[src/rtl/mrcs_pkg.sv]
`default_nettype none

package mrcs_pkg;

  // Field widths of the external interface.
  localparam int unsigned VALUE_W = 8;
  localparam int unsigned TOTAL_W = 18;
  localparam int unsigned SUM_W   = 13;
  localparam int unsigned IDX_W   = 5;
  localparam int unsigned CNT_W   = 6;

  // Default storage depth and count register reset value.
  localparam int unsigned MAX_DIM_DEFAULT = 32;
  localparam logic [CNT_W-1:0] COUNT_RESET = CNT_W'(32);

  // Configuration register indexes.
  localparam int unsigned CFG_IDX_W = 1;
  localparam logic [CFG_IDX_W-1:0] CFG_ROW_COUNT    = 1'b0;
  localparam logic [CFG_IDX_W-1:0] CFG_COLUMN_COUNT = 1'b1;

  // One element as handed from the front stage to the column stage.
  typedef struct packed {
    logic [VALUE_W-1:0] value;
    logic               first_row;
    logic               last_row;
    logic               first_col;
    logic               last_elem;
    logic [TOTAL_W-1:0] total;
    logic [IDX_W-1:0]   best_row_idx;
    logic [SUM_W-1:0]   best_row_sum;
  } item_t;

  // A count of zero acts as one, and a count beyond the storage acts as its depth.
  function automatic logic [CNT_W-1:0] eff_count(input logic [CNT_W-1:0] cnt,
                                                 input int unsigned max_dim);
    logic [CNT_W-1:0] res;
    res = cnt;
    if (cnt == '0) begin
      res = CNT_W'(1);
    end else if (32'(cnt) > max_dim) begin
      res = CNT_W'(max_dim);
    end
    return res;
  endfunction

endpackage

`default_nettype wire

[src/rtl/mrcs_ram.sv]
`default_nettype none

module mrcs_ram #(
  parameter int unsigned WIDTH = 8,
  parameter int unsigned DEPTH = 32,
  localparam int unsigned ADDR_W = (DEPTH > 1) ? $clog2(DEPTH) : 1
) (
  input  wire logic                     clk_i,
  input  wire logic                     we_i,
  input  wire logic [ADDR_W-1:0]        waddr_i,
  input  wire logic [WIDTH-1:0]         wdata_i,
  input  wire logic                     re_i,
  input  wire logic [ADDR_W-1:0]        raddr_i,
  output logic      [WIDTH-1:0]         rdata_o
);

  logic [WIDTH-1:0] mem_q [DEPTH];
  logic [WIDTH-1:0] rdata_q;

  always_ff @(posedge clk_i) begin
    if (we_i) begin
      mem_q[waddr_i] <= wdata_i;
    end
    if (re_i) begin
      rdata_q <= mem_q[raddr_i];
    end
  end

  assign rdata_o = rdata_q;

endmodule

`default_nettype wire

[src/rtl/mrcs_front.sv]
`default_nettype none

module mrcs_front #(
  parameter int unsigned MAX_DIM = mrcs_pkg::MAX_DIM_DEFAULT,
  parameter int unsigned POS_W   = 5
) (
  input  wire logic                               clk_i,
  input  wire logic                               rst_ni,
  input  wire logic                               cfg_we_i,
  input  wire logic [mrcs_pkg::CFG_IDX_W-1:0]     cfg_index_i,
  input  wire logic [mrcs_pkg::CNT_W-1:0]         cfg_data_i,
  input  wire logic                               accept_i,
  input  wire logic [mrcs_pkg::VALUE_W-1:0]       value_i,
  output mrcs_pkg::item_t                         item_o,
  output logic      [POS_W-1:0]                   col_o
);

  localparam int unsigned CNT_W = mrcs_pkg::CNT_W;
  localparam int unsigned CMP_W = (POS_W > CNT_W) ? POS_W : CNT_W;
  localparam int unsigned EXT_W = POS_W + mrcs_pkg::IDX_W;

  logic [CNT_W-1:0] row_cnt_q, row_cnt_d;
  logic [CNT_W-1:0] col_cnt_q, col_cnt_d;
  logic [POS_W-1:0] row_pos_q, row_pos_d;
  logic [POS_W-1:0] col_pos_q, col_pos_d;

  logic [mrcs_pkg::SUM_W-1:0]   row_acc_q, row_acc_d;
  logic [mrcs_pkg::TOTAL_W-1:0] total_q, total_d;
  logic [mrcs_pkg::SUM_W-1:0]   best_sum_q, best_sum_d;
  logic [mrcs_pkg::IDX_W-1:0]   best_idx_q, best_idx_d;

  logic [CNT_W-1:0] rows, cols;
  logic             out_of_range;
  logic [POS_W-1:0] r, c;
  logic             first_row, first_col, last_row, last_col;
  logic [EXT_W-1:0] r_wide;

  always_comb begin
    rows = mrcs_pkg::eff_count(row_cnt_q, MAX_DIM);
    cols = mrcs_pkg::eff_count(col_cnt_q, MAX_DIM);

    // After the counts shrink the position may lie outside the matrix.
    out_of_range = (CMP_W'(row_pos_q) >= CMP_W'(rows)) ||
                   (CMP_W'(col_pos_q) >= CMP_W'(cols));
    r = out_of_range ? '0 : row_pos_q;
    c = out_of_range ? '0 : col_pos_q;

    first_row = (r == '0);
    first_col = (c == '0);
    last_row  = (CMP_W'(r) == CMP_W'(rows - CNT_W'(1)));
    last_col  = (CMP_W'(c) == CMP_W'(cols - CNT_W'(1)));
    r_wide    = EXT_W'(r);

    row_acc_d = first_col ? mrcs_pkg::SUM_W'(value_i)
                          : row_acc_q + mrcs_pkg::SUM_W'(value_i);
    total_d   = (first_row && first_col) ? mrcs_pkg::TOTAL_W'(value_i)
                                         : total_q + mrcs_pkg::TOTAL_W'(value_i);

    best_sum_d = best_sum_q;
    best_idx_d = best_idx_q;
    if (last_col && (first_row || (row_acc_d > best_sum_q))) begin
      best_sum_d = row_acc_d;
      best_idx_d = r_wide[mrcs_pkg::IDX_W-1:0];
    end

    col_pos_d = last_col ? '0 : c + POS_W'(1);
    row_pos_d = r;
    if (last_col) begin
      row_pos_d = last_row ? '0 : r + POS_W'(1);
    end

    row_cnt_d = row_cnt_q;
    col_cnt_d = col_cnt_q;
    if (cfg_we_i) begin
      case (cfg_index_i)
        mrcs_pkg::CFG_ROW_COUNT:    row_cnt_d = cfg_data_i;
        mrcs_pkg::CFG_COLUMN_COUNT: col_cnt_d = cfg_data_i;
        default: ;
      endcase
    end

    item_o.value        = value_i;
    item_o.first_row    = first_row;
    item_o.last_row     = last_row;
    item_o.first_col    = first_col;
    item_o.last_elem    = last_row && last_col;
    item_o.total        = total_d;
    item_o.best_row_idx = best_idx_d;
    item_o.best_row_sum = best_sum_d;
    col_o               = c;
  end

  always_ff @(posedge clk_i or negedge rst_ni) begin
    if (!rst_ni) begin
      row_cnt_q <= mrcs_pkg::COUNT_RESET;
      col_cnt_q <= mrcs_pkg::COUNT_RESET;
      row_pos_q <= '0;
      col_pos_q <= '0;
    end else if (cfg_we_i) begin
      // Any register write starts a new matrix.
      row_cnt_q <= row_cnt_d;
      col_cnt_q <= col_cnt_d;
      row_pos_q <= '0;
      col_pos_q <= '0;
    end else if (accept_i) begin
      row_pos_q <= row_pos_d;
      col_pos_q <= col_pos_d;
    end
  end

  always_ff @(posedge clk_i) begin
    if (accept_i) begin
      row_acc_q  <= row_acc_d;
      total_q    <= total_d;
      best_sum_q <= best_sum_d;
      best_idx_q <= best_idx_d;
    end
  end

endmodule

`default_nettype wire

[src/rtl/mrcs_col.sv]
`default_nettype none

module mrcs_col #(
  parameter int unsigned POS_W = 5
) (
  input  wire logic                              clk_i,
  input  wire logic                              rst_ni,
  input  wire logic                              accept_i,
  input  wire mrcs_pkg::item_t                   item_i,
  input  wire logic [POS_W-1:0]                  col_i,
  output logic                                   ready_o,
  input  wire logic [mrcs_pkg::SUM_W-1:0]        rdata_i,
  output logic                                   we_o,
  output logic      [POS_W-1:0]                  waddr_o,
  output logic      [mrcs_pkg::SUM_W-1:0]        wdata_o,
  output logic                                   out_valid_o,
  input  wire logic                              out_ready_i,
  output logic      [mrcs_pkg::TOTAL_W-1:0]      grand_total_o,
  output logic      [mrcs_pkg::IDX_W-1:0]        best_row_index_o,
  output logic      [mrcs_pkg::SUM_W-1:0]        best_row_sum_o,
  output logic      [mrcs_pkg::IDX_W-1:0]        best_column_index_o,
  output logic      [mrcs_pkg::SUM_W-1:0]        best_column_sum_o
);

  localparam int unsigned SUM_W = mrcs_pkg::SUM_W;
  localparam int unsigned IDX_W = mrcs_pkg::IDX_W;
  localparam int unsigned EXT_W = POS_W + IDX_W;

  logic            s1_valid_q;
  mrcs_pkg::item_t s1_item_q;
  logic [POS_W-1:0] s1_col_q;

  logic             fwd_valid_q;
  logic [POS_W-1:0] fwd_col_q;
  logic [SUM_W-1:0] fwd_sum_q;

  logic [SUM_W-1:0] best_sum_q, best_sum_d;
  logic [IDX_W-1:0] best_idx_q, best_idx_d;

  logic                         out_valid_q;
  logic [mrcs_pkg::TOTAL_W-1:0] out_total_q;
  logic [IDX_W-1:0]             out_row_idx_q;
  logic [SUM_W-1:0]             out_row_sum_q;
  logic [IDX_W-1:0]             out_col_idx_q;
  logic [SUM_W-1:0]             out_col_sum_q;

  logic             out_free, s1_fire;
  logic [SUM_W-1:0] base, csum;
  logic [EXT_W-1:0] c_wide;

  always_comb begin
    out_free = !out_valid_q || out_ready_i;
    s1_fire  = s1_valid_q && (!s1_item_q.last_elem || out_free);
    ready_o  = !s1_valid_q || s1_fire;

    // The write from the previous element has not reached the read port yet.
    base = (fwd_valid_q && (fwd_col_q == s1_col_q)) ? fwd_sum_q : rdata_i;
    csum = s1_item_q.first_row ? SUM_W'(s1_item_q.value)
                               : base + SUM_W'(s1_item_q.value);
    c_wide = EXT_W'(s1_col_q);

    best_sum_d = best_sum_q;
    best_idx_d = best_idx_q;
    if (s1_item_q.last_row && (s1_item_q.first_col || (csum > best_sum_q))) begin
      best_sum_d = csum;
      best_idx_d = c_wide[IDX_W-1:0];
    end

    we_o    = s1_fire;
    waddr_o = s1_col_q;
    wdata_o = csum;
  end

  always_ff @(posedge clk_i or negedge rst_ni) begin
    if (!rst_ni) begin
      s1_valid_q  <= 1'b0;
      fwd_valid_q <= 1'b0;
      out_valid_q <= 1'b0;
    end else begin
      if (accept_i) begin
        s1_valid_q <= 1'b1;
      end else if (s1_fire) begin
        s1_valid_q <= 1'b0;
      end
      // Hold the bypass while the stage waits on the output.
      if (!s1_valid_q || s1_fire) begin
        fwd_valid_q <= s1_fire;
      end
      if (s1_fire && s1_item_q.last_elem) begin
        out_valid_q <= 1'b1;
      end else if (out_ready_i) begin
        out_valid_q <= 1'b0;
      end
    end
  end

  always_ff @(posedge clk_i) begin
    if (accept_i) begin
      s1_item_q <= item_i;
      s1_col_q  <= col_i;
    end
    if (s1_fire) begin
      fwd_col_q  <= s1_col_q;
      fwd_sum_q  <= csum;
      best_sum_q <= best_sum_d;
      best_idx_q <= best_idx_d;
    end
    if (s1_fire && s1_item_q.last_elem) begin
      out_total_q   <= s1_item_q.total;
      out_row_idx_q <= s1_item_q.best_row_idx;
      out_row_sum_q <= s1_item_q.best_row_sum;
      out_col_idx_q <= best_idx_d;
      out_col_sum_q <= best_sum_d;
    end
  end

  assign out_valid_o         = out_valid_q;
  assign grand_total_o       = out_total_q;
  assign best_row_index_o    = out_row_idx_q;
  assign best_row_sum_o      = out_row_sum_q;
  assign best_column_index_o = out_col_idx_q;
  assign best_column_sum_o   = out_col_sum_q;

endmodule

`default_nettype wire

[src/rtl/matrix_row_column_sum_max.sv]
// Streams a matrix in row-major order, one element per transfer, and after the
// final element returns one result: the grand total, the row and the column
// with the largest sum (the earliest one wins a tie) and those two sums. The
// block takes one element per clock cycle, except while a final element waits
// for a pending result to be taken; the rate is set by the column-sum memory,
// which is read when an element is taken and written back from the column
// stage register, with a bypass register covering a one-column matrix where
// the same entry is read while it is being written. The result is held in an
// output register, so the next matrix keeps streaming while it waits. A
// write to either count register restarts the matrix; counts of zero act as
// one and counts above MAX_DIM act as MAX_DIM. Only write the counts while no
// result is pending. No clearing pass is needed after reset: the first row of
// every matrix overwrites the column sums.

`default_nettype none

module matrix_row_column_sum_max #(
  parameter int unsigned MAX_DIM = mrcs_pkg::MAX_DIM_DEFAULT
) (
  input  wire logic                               clk_i,
  input  wire logic                               rst_ni,

  input  wire logic                               cfg_we_i,
  input  wire logic [mrcs_pkg::CFG_IDX_W-1:0]     cfg_index_i,
  input  wire logic [mrcs_pkg::CNT_W-1:0]         cfg_data_i,

  input  wire logic                               in_valid_i,
  output logic                                    in_ready_o,
  input  wire logic [mrcs_pkg::VALUE_W-1:0]       element_value_i,

  output logic                                    out_valid_o,
  input  wire logic                               out_ready_i,
  output logic      [mrcs_pkg::TOTAL_W-1:0]       grand_total_o,
  output logic      [mrcs_pkg::IDX_W-1:0]         best_row_index_o,
  output logic      [mrcs_pkg::SUM_W-1:0]         best_row_sum_o,
  output logic      [mrcs_pkg::IDX_W-1:0]         best_column_index_o,
  output logic      [mrcs_pkg::SUM_W-1:0]         best_column_sum_o
);

  // Width of a row or column position, and of a column-memory address.
  localparam int unsigned POS_W = (MAX_DIM > 1) ? $clog2(MAX_DIM) : 1;

  logic                       accept;
  mrcs_pkg::item_t            item;
  logic [POS_W-1:0]           col;
  logic                       ram_we;
  logic [POS_W-1:0]           ram_waddr;
  logic [mrcs_pkg::SUM_W-1:0] ram_wdata;
  logic [mrcs_pkg::SUM_W-1:0] ram_rdata;

  // An element transfer happens when the column stage can take it.
  assign accept = in_valid_i && in_ready_o;

  // Front stage: positions, row sum, total and best row, all in registers.
  mrcs_front #(
    .MAX_DIM (MAX_DIM),
    .POS_W   (POS_W)
  ) u_front (
    .clk_i       (clk_i),
    .rst_ni      (rst_ni),
    .cfg_we_i    (cfg_we_i),
    .cfg_index_i (cfg_index_i),
    .cfg_data_i  (cfg_data_i),
    .accept_i    (accept),
    .value_i     (element_value_i),
    .item_o      (item),
    .col_o       (col)
  );

  // Column sums live in memory; the read is launched with the transfer.
  mrcs_ram #(
    .WIDTH (mrcs_pkg::SUM_W),
    .DEPTH (MAX_DIM)
  ) u_col_ram (
    .clk_i   (clk_i),
    .we_i    (ram_we),
    .waddr_i (ram_waddr),
    .wdata_i (ram_wdata),
    .re_i    (accept),
    .raddr_i (col),
    .rdata_o (ram_rdata)
  );

  // Column stage: add, write back, track the best column and hold the result.
  mrcs_col #(
    .POS_W (POS_W)
  ) u_col (
    .clk_i               (clk_i),
    .rst_ni              (rst_ni),
    .accept_i            (accept),
    .item_i              (item),
    .col_i               (col),
    .ready_o             (in_ready_o),
    .rdata_i             (ram_rdata),
    .we_o                (ram_we),
    .waddr_o             (ram_waddr),
    .wdata_o             (ram_wdata),
    .out_valid_o         (out_valid_o),
    .out_ready_i         (out_ready_i),
    .grand_total_o       (grand_total_o),
    .best_row_index_o    (best_row_index_o),
    .best_row_sum_o      (best_row_sum_o),
    .best_column_index_o (best_column_index_o),
    .best_column_sum_o   (best_column_sum_o)
  );

endmodule

`default_nettype wire
[config.mk]
export PLATFORM = sky130hd
export DESIGN_NAME = matrix_row_column_sum_max
export DESIGN_NICKNAME = d
export VERILOG_FILES = /design/src/rtl/mrcs_pkg.sv /design/src/rtl/mrcs_ram.sv /design/src/rtl/mrcs_front.sv /design/src/rtl/mrcs_col.sv /design/src/rtl/matrix_row_column_sum_max.sv
export SDC_FILE = /design/constraint.sdc
export NUM_CORES = 1
export LEC_CHECK = 0
export ABC_AREA = 1
export BUFFER_PORTS_ARGS = -buffer_cell sky130_fd_sc_hd__buf_2
export CORE_MARGIN = 4
export CORE_UTILIZATION = 44
export DETAILED_ROUTE_END_ITERATION = 8
export GPL_TIMING_DRIVEN = 0
export PLACE_DENSITY_LB_ADDON = 0.08
export SLEW_MARGIN = 10
export SYNTH_ARGS = -nofsm -noshare
export SYNTH_HDL_FRONTEND = slang
export SYNTH_SLANG_ARGS = --single-unit
[constraint.sdc]
create_clock -name clk_i -period 10.6 [get_ports clk_i]
set_input_delay 1.59 -clock clk_i [delete_from_list [all_inputs] [get_ports clk_i]]
set_output_delay 1.59 -clock clk_i [all_outputs]
set_load 0.01 [all_outputs]
==> results of run 1 <==
-- cell usage in the layout (no fill, tap or decap), types with 7 or more instances in the layout --
cell	n
a21oi_1	45
buf_1	14
buf_12	10
buf_2	120
buf_4	9
buf_6	7
clkbuf_1	35
clkbuf_16	71
clkinv_1	13
clkinv_2	12
dfrtp_1	23
edfxtp_1	585
ha_1	66
inv_1	292
inv_2	12
mux2_2	7
nand2_1	821
nand2_2	8
nand3_1	263
nand3b_1	16
nand4_1	16
nor2_1	83
nor2_2	7
nor3_1	12
o211ai_1	53
o21ai_0	71
o21ai_1	8
or2_2	7
xnor2_1	11
xor2_1	12
-- flip-flops by register name, indices dropped and copies added (netlist names), 5 cells and up --
name and count:
u_col_ram.mem_q 416, u_col.s1_item_q 48, u_col.grand_total_o 18, u_col.best_column_sum_o 13, u_col.best_row_sum_o 13, u_col.best_sum_q 13
u_col.fwd_sum_q 13, u_col_ram.rdata_o 13, u_front.row_acc_q 13, u_front.col_cnt_q 6, u_front.row_cnt_q 6, u_col.best_column_index_o 5
u_col.best_idx_q 5, u_col.best_row_index_o 5, u_col.fwd_col_q 5, u_col.waddr_o 5, u_front.col_pos_q 5, u_front.row_pos_q 5
-- area by class of cell --
type | instances | area (sq um) | share of cell area, %
Buffer | 100 | 510 | 1.62
Clock buffer | 80 | 1810 | 5.74
Tap cell | 837 | 1050 | 3.32
Timing Repair Buffer | 93 | 767 | 2.43
Sequential cell | 610 | 18200 | 57.7
Antenna cell | 1 | 2.50 | 0.00794
Multi-Input combinational cell | 1550 | 7720 | 24.5
Inverter | 306 | 1150 | 3.66
Clock inverter | 33 | 309 | 0.981
-- through the flow --
stage          setup WS (ps)  util [%]  hold slack [ps]
2_1_floorplan           4600         -              400
3_3_place_gp             383      46.8              404
3_5_place_dp            4400      47.6              405
4_1_cts                 4320      51.0              412
5_1_grt                 3800      51.1              419
6_report                4350      51.1              409
-- path summary, 6_finish.rpt --
check                      slack [ps]  cells past startpoint            startpoint                   endpoint
setup / recovery                 4350                     25  u_front.col_pos_q[0]        u_col.s1_item_q[16]
hold / removal                    410                      0   u_col.s1_item_q[14]  u_col.best_row_index_o[1]
setup reg to reg                 4350                     25  u_front.col_pos_q[0]        u_col.s1_item_q[16]
hold reg to reg                   410                      0   u_col.s1_item_q[14]  u_col.best_row_index_o[1]
max in group asynchronous        9190                      1                rst_ni          u_col.out_valid_o
min in group asynchronous         990                      1                rst_ni       u_front.col_cnt_q[3]
-- metal layers --
metal  track usage [%]  part of all wire (%)  up-vias  routed length (microns)
met5                 0                     0        -                        0
met4              6.41                   2.4        0                     1730
met3              3.29                   5.7      116                     4170
met2              34.7                    46      522                    33700
met1              32.2                    46     8970                    33900
li1                  -                     -     8995                        -
-- power by group through the flow --
stage	Sequential, mW	Combinational, mW	Clock [mW]
after global routing	2.77	0.963	2.45
final	2.77	0.860	2.30
after global placement	2.82	0.823	0
after floorplan	2.81	0.562	0
after detailed placement	2.82	0.858	0
after CTS	2.77	0.863	2.34
-- logic make-up (layout without fill, tap and decap cells) --
family	count (synthesis)	count (layout)
compound gates	203	203
xor+xnor	23	23
fa+ha+maj	69	69
buf+inv	406	612
flops	610	610
mux	7	7
other cells	0	1
simple gates	1248	1248
==> results.cfg, run 1 <==
[synthesis]
yosysTopAreaCellShare_pct = 63.9
synthArstFlopShare_pct = 4.10
ys_types = 48
synth_fa_ha_area_share_pct = 3.22
synth_compound_area_share_pct = 4.35
seq_area_frac_synth_pct = 66.2
synth_edf_count = 585
synth_commonest_cells = nand2_1, edfxtp_1, inv_1
ys.warnings.count = 0
synth.most_common_cell = nand2_1
yosys.area_share.simple_pct = 19.1
yosys.area_share.xor_xnor_pct = 0.733
synth_ff_type = edfxtp_1
synth_area_sq_mm = 0.0275
postSynthAreaPerCell_sq_um = 10.7
synth_top_family_by_area = simple AND/OR/NAND/NOR gates
synth_seq_cells = 610
netlist_instances = 2566
synthMuxAreaShare_pct = 0.287
syn_nets = 2655
ys_top_cells_by_area = edfxtp_1, nand2_1, nand3_1
synth_largest_area_cell = edfxtp_1

[setup_path]
crit_buf_inv = 8
required_ps = 10890
crit_path_max_fanout = 10
critPathArrivalTime_ps = 6540
cpLargestDelayFamily = buffers and inverters
worstSetupPathType = reg -> reg
critical_path.max_stage_delay_ps = 580
worstSetupEndpointType = flop
slowest_stage = a211oi_4
cp-start-kind = flop

[finish]
stdcell_count = 3610
area_growth_pct = 14.7
fin_nets = 2818
post-route-cell-area_sq_mm = 0.0315
fillers = 5629
drive_gt1_share_pct = 11.2

[floorplan]
die-area_sq_mm = 0.0665
fp.dieH_microns = 258
rows = 91
die_x_microns = 258
io_pins = 76
initial_core_util_pct = 44.5
core_sq_mm = 0.0617

[sta]
hold_viol_final = 0
setup_viol = 0
rsz0062_at_grt = false
period_share_pct = 58.9
drv_slew = 0
tns_ps = 0
max_freq_mhz = 160
relSlewSlack_pct = 17.2
tightest_slew_ps = 1240
finalCriticalPeriod_ps = 6250
clock_skew_ps = 32.2

[grt]
grtUsageTotal_pct = 22.1
grt_max_degree = 63
grt_pass1_wl_microns = 111000
grt_pass1_vias = 18100
antenna_found_initial = 0
grt_overflow = 0

[detailed_routing]
wire_per_inst_microns = 20.4
drtIter0Drc = 1467
route.final.wire_length_microns = 73500
first_pass_iters = 5
via_count = 18600
via_per_inst = 5.15
drc_errors = 0
route.antenna.remaining_nets = 0

[cts]
cts-root-buf = clkbuf_16
hold_buffers = 0
post_cts_buffers = 0
clock_path_buffers = 3
cts_sinks = 610
cts_tree = yes
h-tree-depth = 3
cts.clk_slew.worst_paths_ps = 60
numCtsBuffers = 68
insertion_delay_ps = 610
ctsResizeCount = 0

[place]
hpwl_microns = 52100
dp_cells = 3496
place_congestion = 0.897
placed_cell_area_sq_mm = 0.0294
io_buffer_count = 75

[power_and_ir_drop]
total_power_mw = 5.92
irDropWorstVdd_mv = 0.137
power_switching_mw = 1.57
p_clk_share_pct = 38.8
seqPwrFrac_pct = 46.7
combinationalPowerShare_pct = 14.5
leakage_nw = 13.1
sw_frac_of_total_pct = 26.4
p_int_mw = 4.36
power_density_mw_per_mm2 = 188

[hold_path]
hp-class = reg -> reg

[outcome]
status = completed

[flow_run]
maxCapViolations = 0
Note: power is estimated with default switching activity, not from simulation.
==> inputs of run 2 (changes only) <==
==> constraint.sdc (replaced) <==
create_clock -name clk_i -period 6.2 [get_ports clk_i]
set_input_delay 0.93 -clock clk_i [delete_from_list [all_inputs] [get_ports clk_i]]
set_output_delay 0.93 -clock clk_i [all_outputs]
set_load 0.01 [all_outputs]
==> run 2 against run 1 <==
Via count grew 0.15%. First-iteration DRC count down 1.5%. Sequential power is 71% higher. Cell area is essentially flat. Flip-flop and latch count is the same. Clock-buffer cell count unchanged. Die area is the same. Clock skew shrank 0.54 ps. Combinational power up 71%. Critical path depth is 1 lower. Routed wire length rose by 0.19%.
==> results.cfg, run 2 (synthesized netlist as in run 1, its figures left out) <==
[outcome]
status = completed

[power_and_ir_drop]
power_density_mw_per_mm2 = 321
leakage_nw = 13.1
total_power_mw = 10.1
irDropWorstVdd_mv = 0.235

[sta]
setup_viol = 0
tightest_slew_ps = 1240
relSlewSlack_pct = 17.2
hold_ws_ps = 328
drv_slew = 0
finalCriticalPeriod_ps = 5680
max_freq_mhz = 176
rsz0062_at_grt = false
setup_ws_ps = 523
clock_skew_ps = 31.7
period_share_pct = 91.6
hold_viol_final = 0

[cts]
cts_sinks = 610
h-tree-depth = 3
cts_tree = yes
insertion_delay_ps = 610
clock_path_buffers = 3
numCtsBuffers = 68
cts.clk_slew.worst_paths_ps = 60
cts-root-buf = clkbuf_16

[finish]
fin_nets = 2818
drive_gt1_share_pct = 11.4
layout_common_cells = nand2_1, edfxtp_1, inv_1, nand3_1, buf_2
largest_reg_flops = 416
area_growth_pct = 14.8
layout_commonest_cell = nand2_1
top_register = u_col_ram.mem_q

[detailed_routing]
route.antenna.remaining_nets = 0
drc_errors = 0
route.met2.wl_microns = 33900
first_pass_iters = 5
via_count = 18600
drtIter0Drc = 1445
route.final.wire_length_microns = 73600
via_per_inst = 5.16
wl_met1_microns = 34000
top_layer = met4
route.met3.wl_microns = 4040
wire_per_inst_microns = 20.4

[floorplan]
io_pins = 76
fp.dieH_microns = 258
rows = 91
die_x_microns = 258
die-area_sq_mm = 0.0665
core_sq_mm = 0.0617
initial_core_util_pct = 44.5

[setup_path]
critPathArrivalTime_ps = 5970
required_ps = 6490
crit_path_max_fanout = 19
worstSetupPathType = reg -> reg
cp-start-kind = flop
worstSetupEndpointType = flop

[grt]
antenna_found_initial = 0
grt_max_degree = 63
grt_pass1_vias = 18100
grtUsageTotal_pct = 22.1
grt_pass1_wl_microns = 111000
grt_overflow = 0

[flow_run]
maxCapViolations = 0

[place]
pre_cts_slack_ps = -2.90
hpwl_microns = 52100
place_congestion = 0.897
io_buffer_count = 75

[hold_path]
hp-class = in -> async
==> run 2: per-stage QoR <==
| stage | cell area (sq um) | TNS, ps | cells | utilization, % |
|---|---|---|---|---|
| after floorplan | 27500 | 0 | 2566 | - |
| after detailed placement | 29400 | -23.7 | 3496 | 47.6 |
| after global routing | 31500 | 0 | 3609 | 51.1 |
| final | 31500 | 0 | 3610 | 51.1 |
| after global placement | 28900 | -532350 | 3478 | 46.8 |
| after CTS | 31500 | 0 | 3611 | 51.1 |
==> run 2: repair_timing <==
action                                  in CTS  in global routing
gates cloned                                 0                  0
hold buffers                                 0                  0
endpoints found under the setup margin       9                 54
hold endpoints to repair                     0                  0
pin swaps                                    1                  0
buffers inserted                             2                  0
resized for setup                            0                  7
==> run 2: path summary, 6_finish.rpt <==
path / startpoint / end / slack, ps / cells past startpoint
max: u_front.col_pos_q[0] / u_col.s1_item_q[3] / 520 / 24
min: rst_ni / u_front.col_cnt_q[3] / 330 / 1
max reg2reg: u_front.col_pos_q[0] / u_col.s1_item_q[3] / 520 / 24
min reg2reg: u_col.s1_item_q[14] / u_col.best_row_index_o[1] / 410 / 0
max in group asynchronous: rst_ni / u_col.out_valid_o / 5450 / 1
min in group clk_i: u_col.s1_item_q[14] / u_col.best_row_index_o[1] / 410 / 0
==> run 2: area by class of cell <==
cell class / count / area [sq um]
multi-input combinational: 1550 / 7740
tap: 837 / 1050
buffer: 98 / 505
fill: 5629 / 30200
inverter: 306 / 1150
sequential: 610 / 18200
clock buffer: 80 / 1810
timing repair buffer: 95 / 782
clock inverter: 33 / 309
antenna: 1 / 2.50
==> run 2: layer usage <==
metal | up-vias | GRT usage (%)
met2 | 482 | 34.7
met3 | 114 | 3.29
li1 | 9002 | -
met1 | 9033 | 32.2
met4 | 0 | 6.41
met5 | - | 0
==> run 2: critical path, stage by stage, from the launching register on <==
cell and delay, ps:
dfrtp_1 310, buf_2 190, clkbuf_1 350, inv_1 140, ha_1 310, nand2_1 50
nor2_1 80, nand2_1 70, nand3_2 90, nor2_4 60, nand2_2 280, buf_2 500
ha_1 410, nand4_4 250, inv_2 160, buf_2 270, o21ai_0 250, ha_1 400
a21oi_1 80, o21ai_0 180, o21ai_0 110, o2111ai_1 80, o31ai_1 170, a211oi_4 320
buf_4 220
==> run 2: power breakdown <==
part	switching [mW]	internal, mW
logic	1.02	0.457
registers	0.0573	4.67
clock network	1.60	2.32
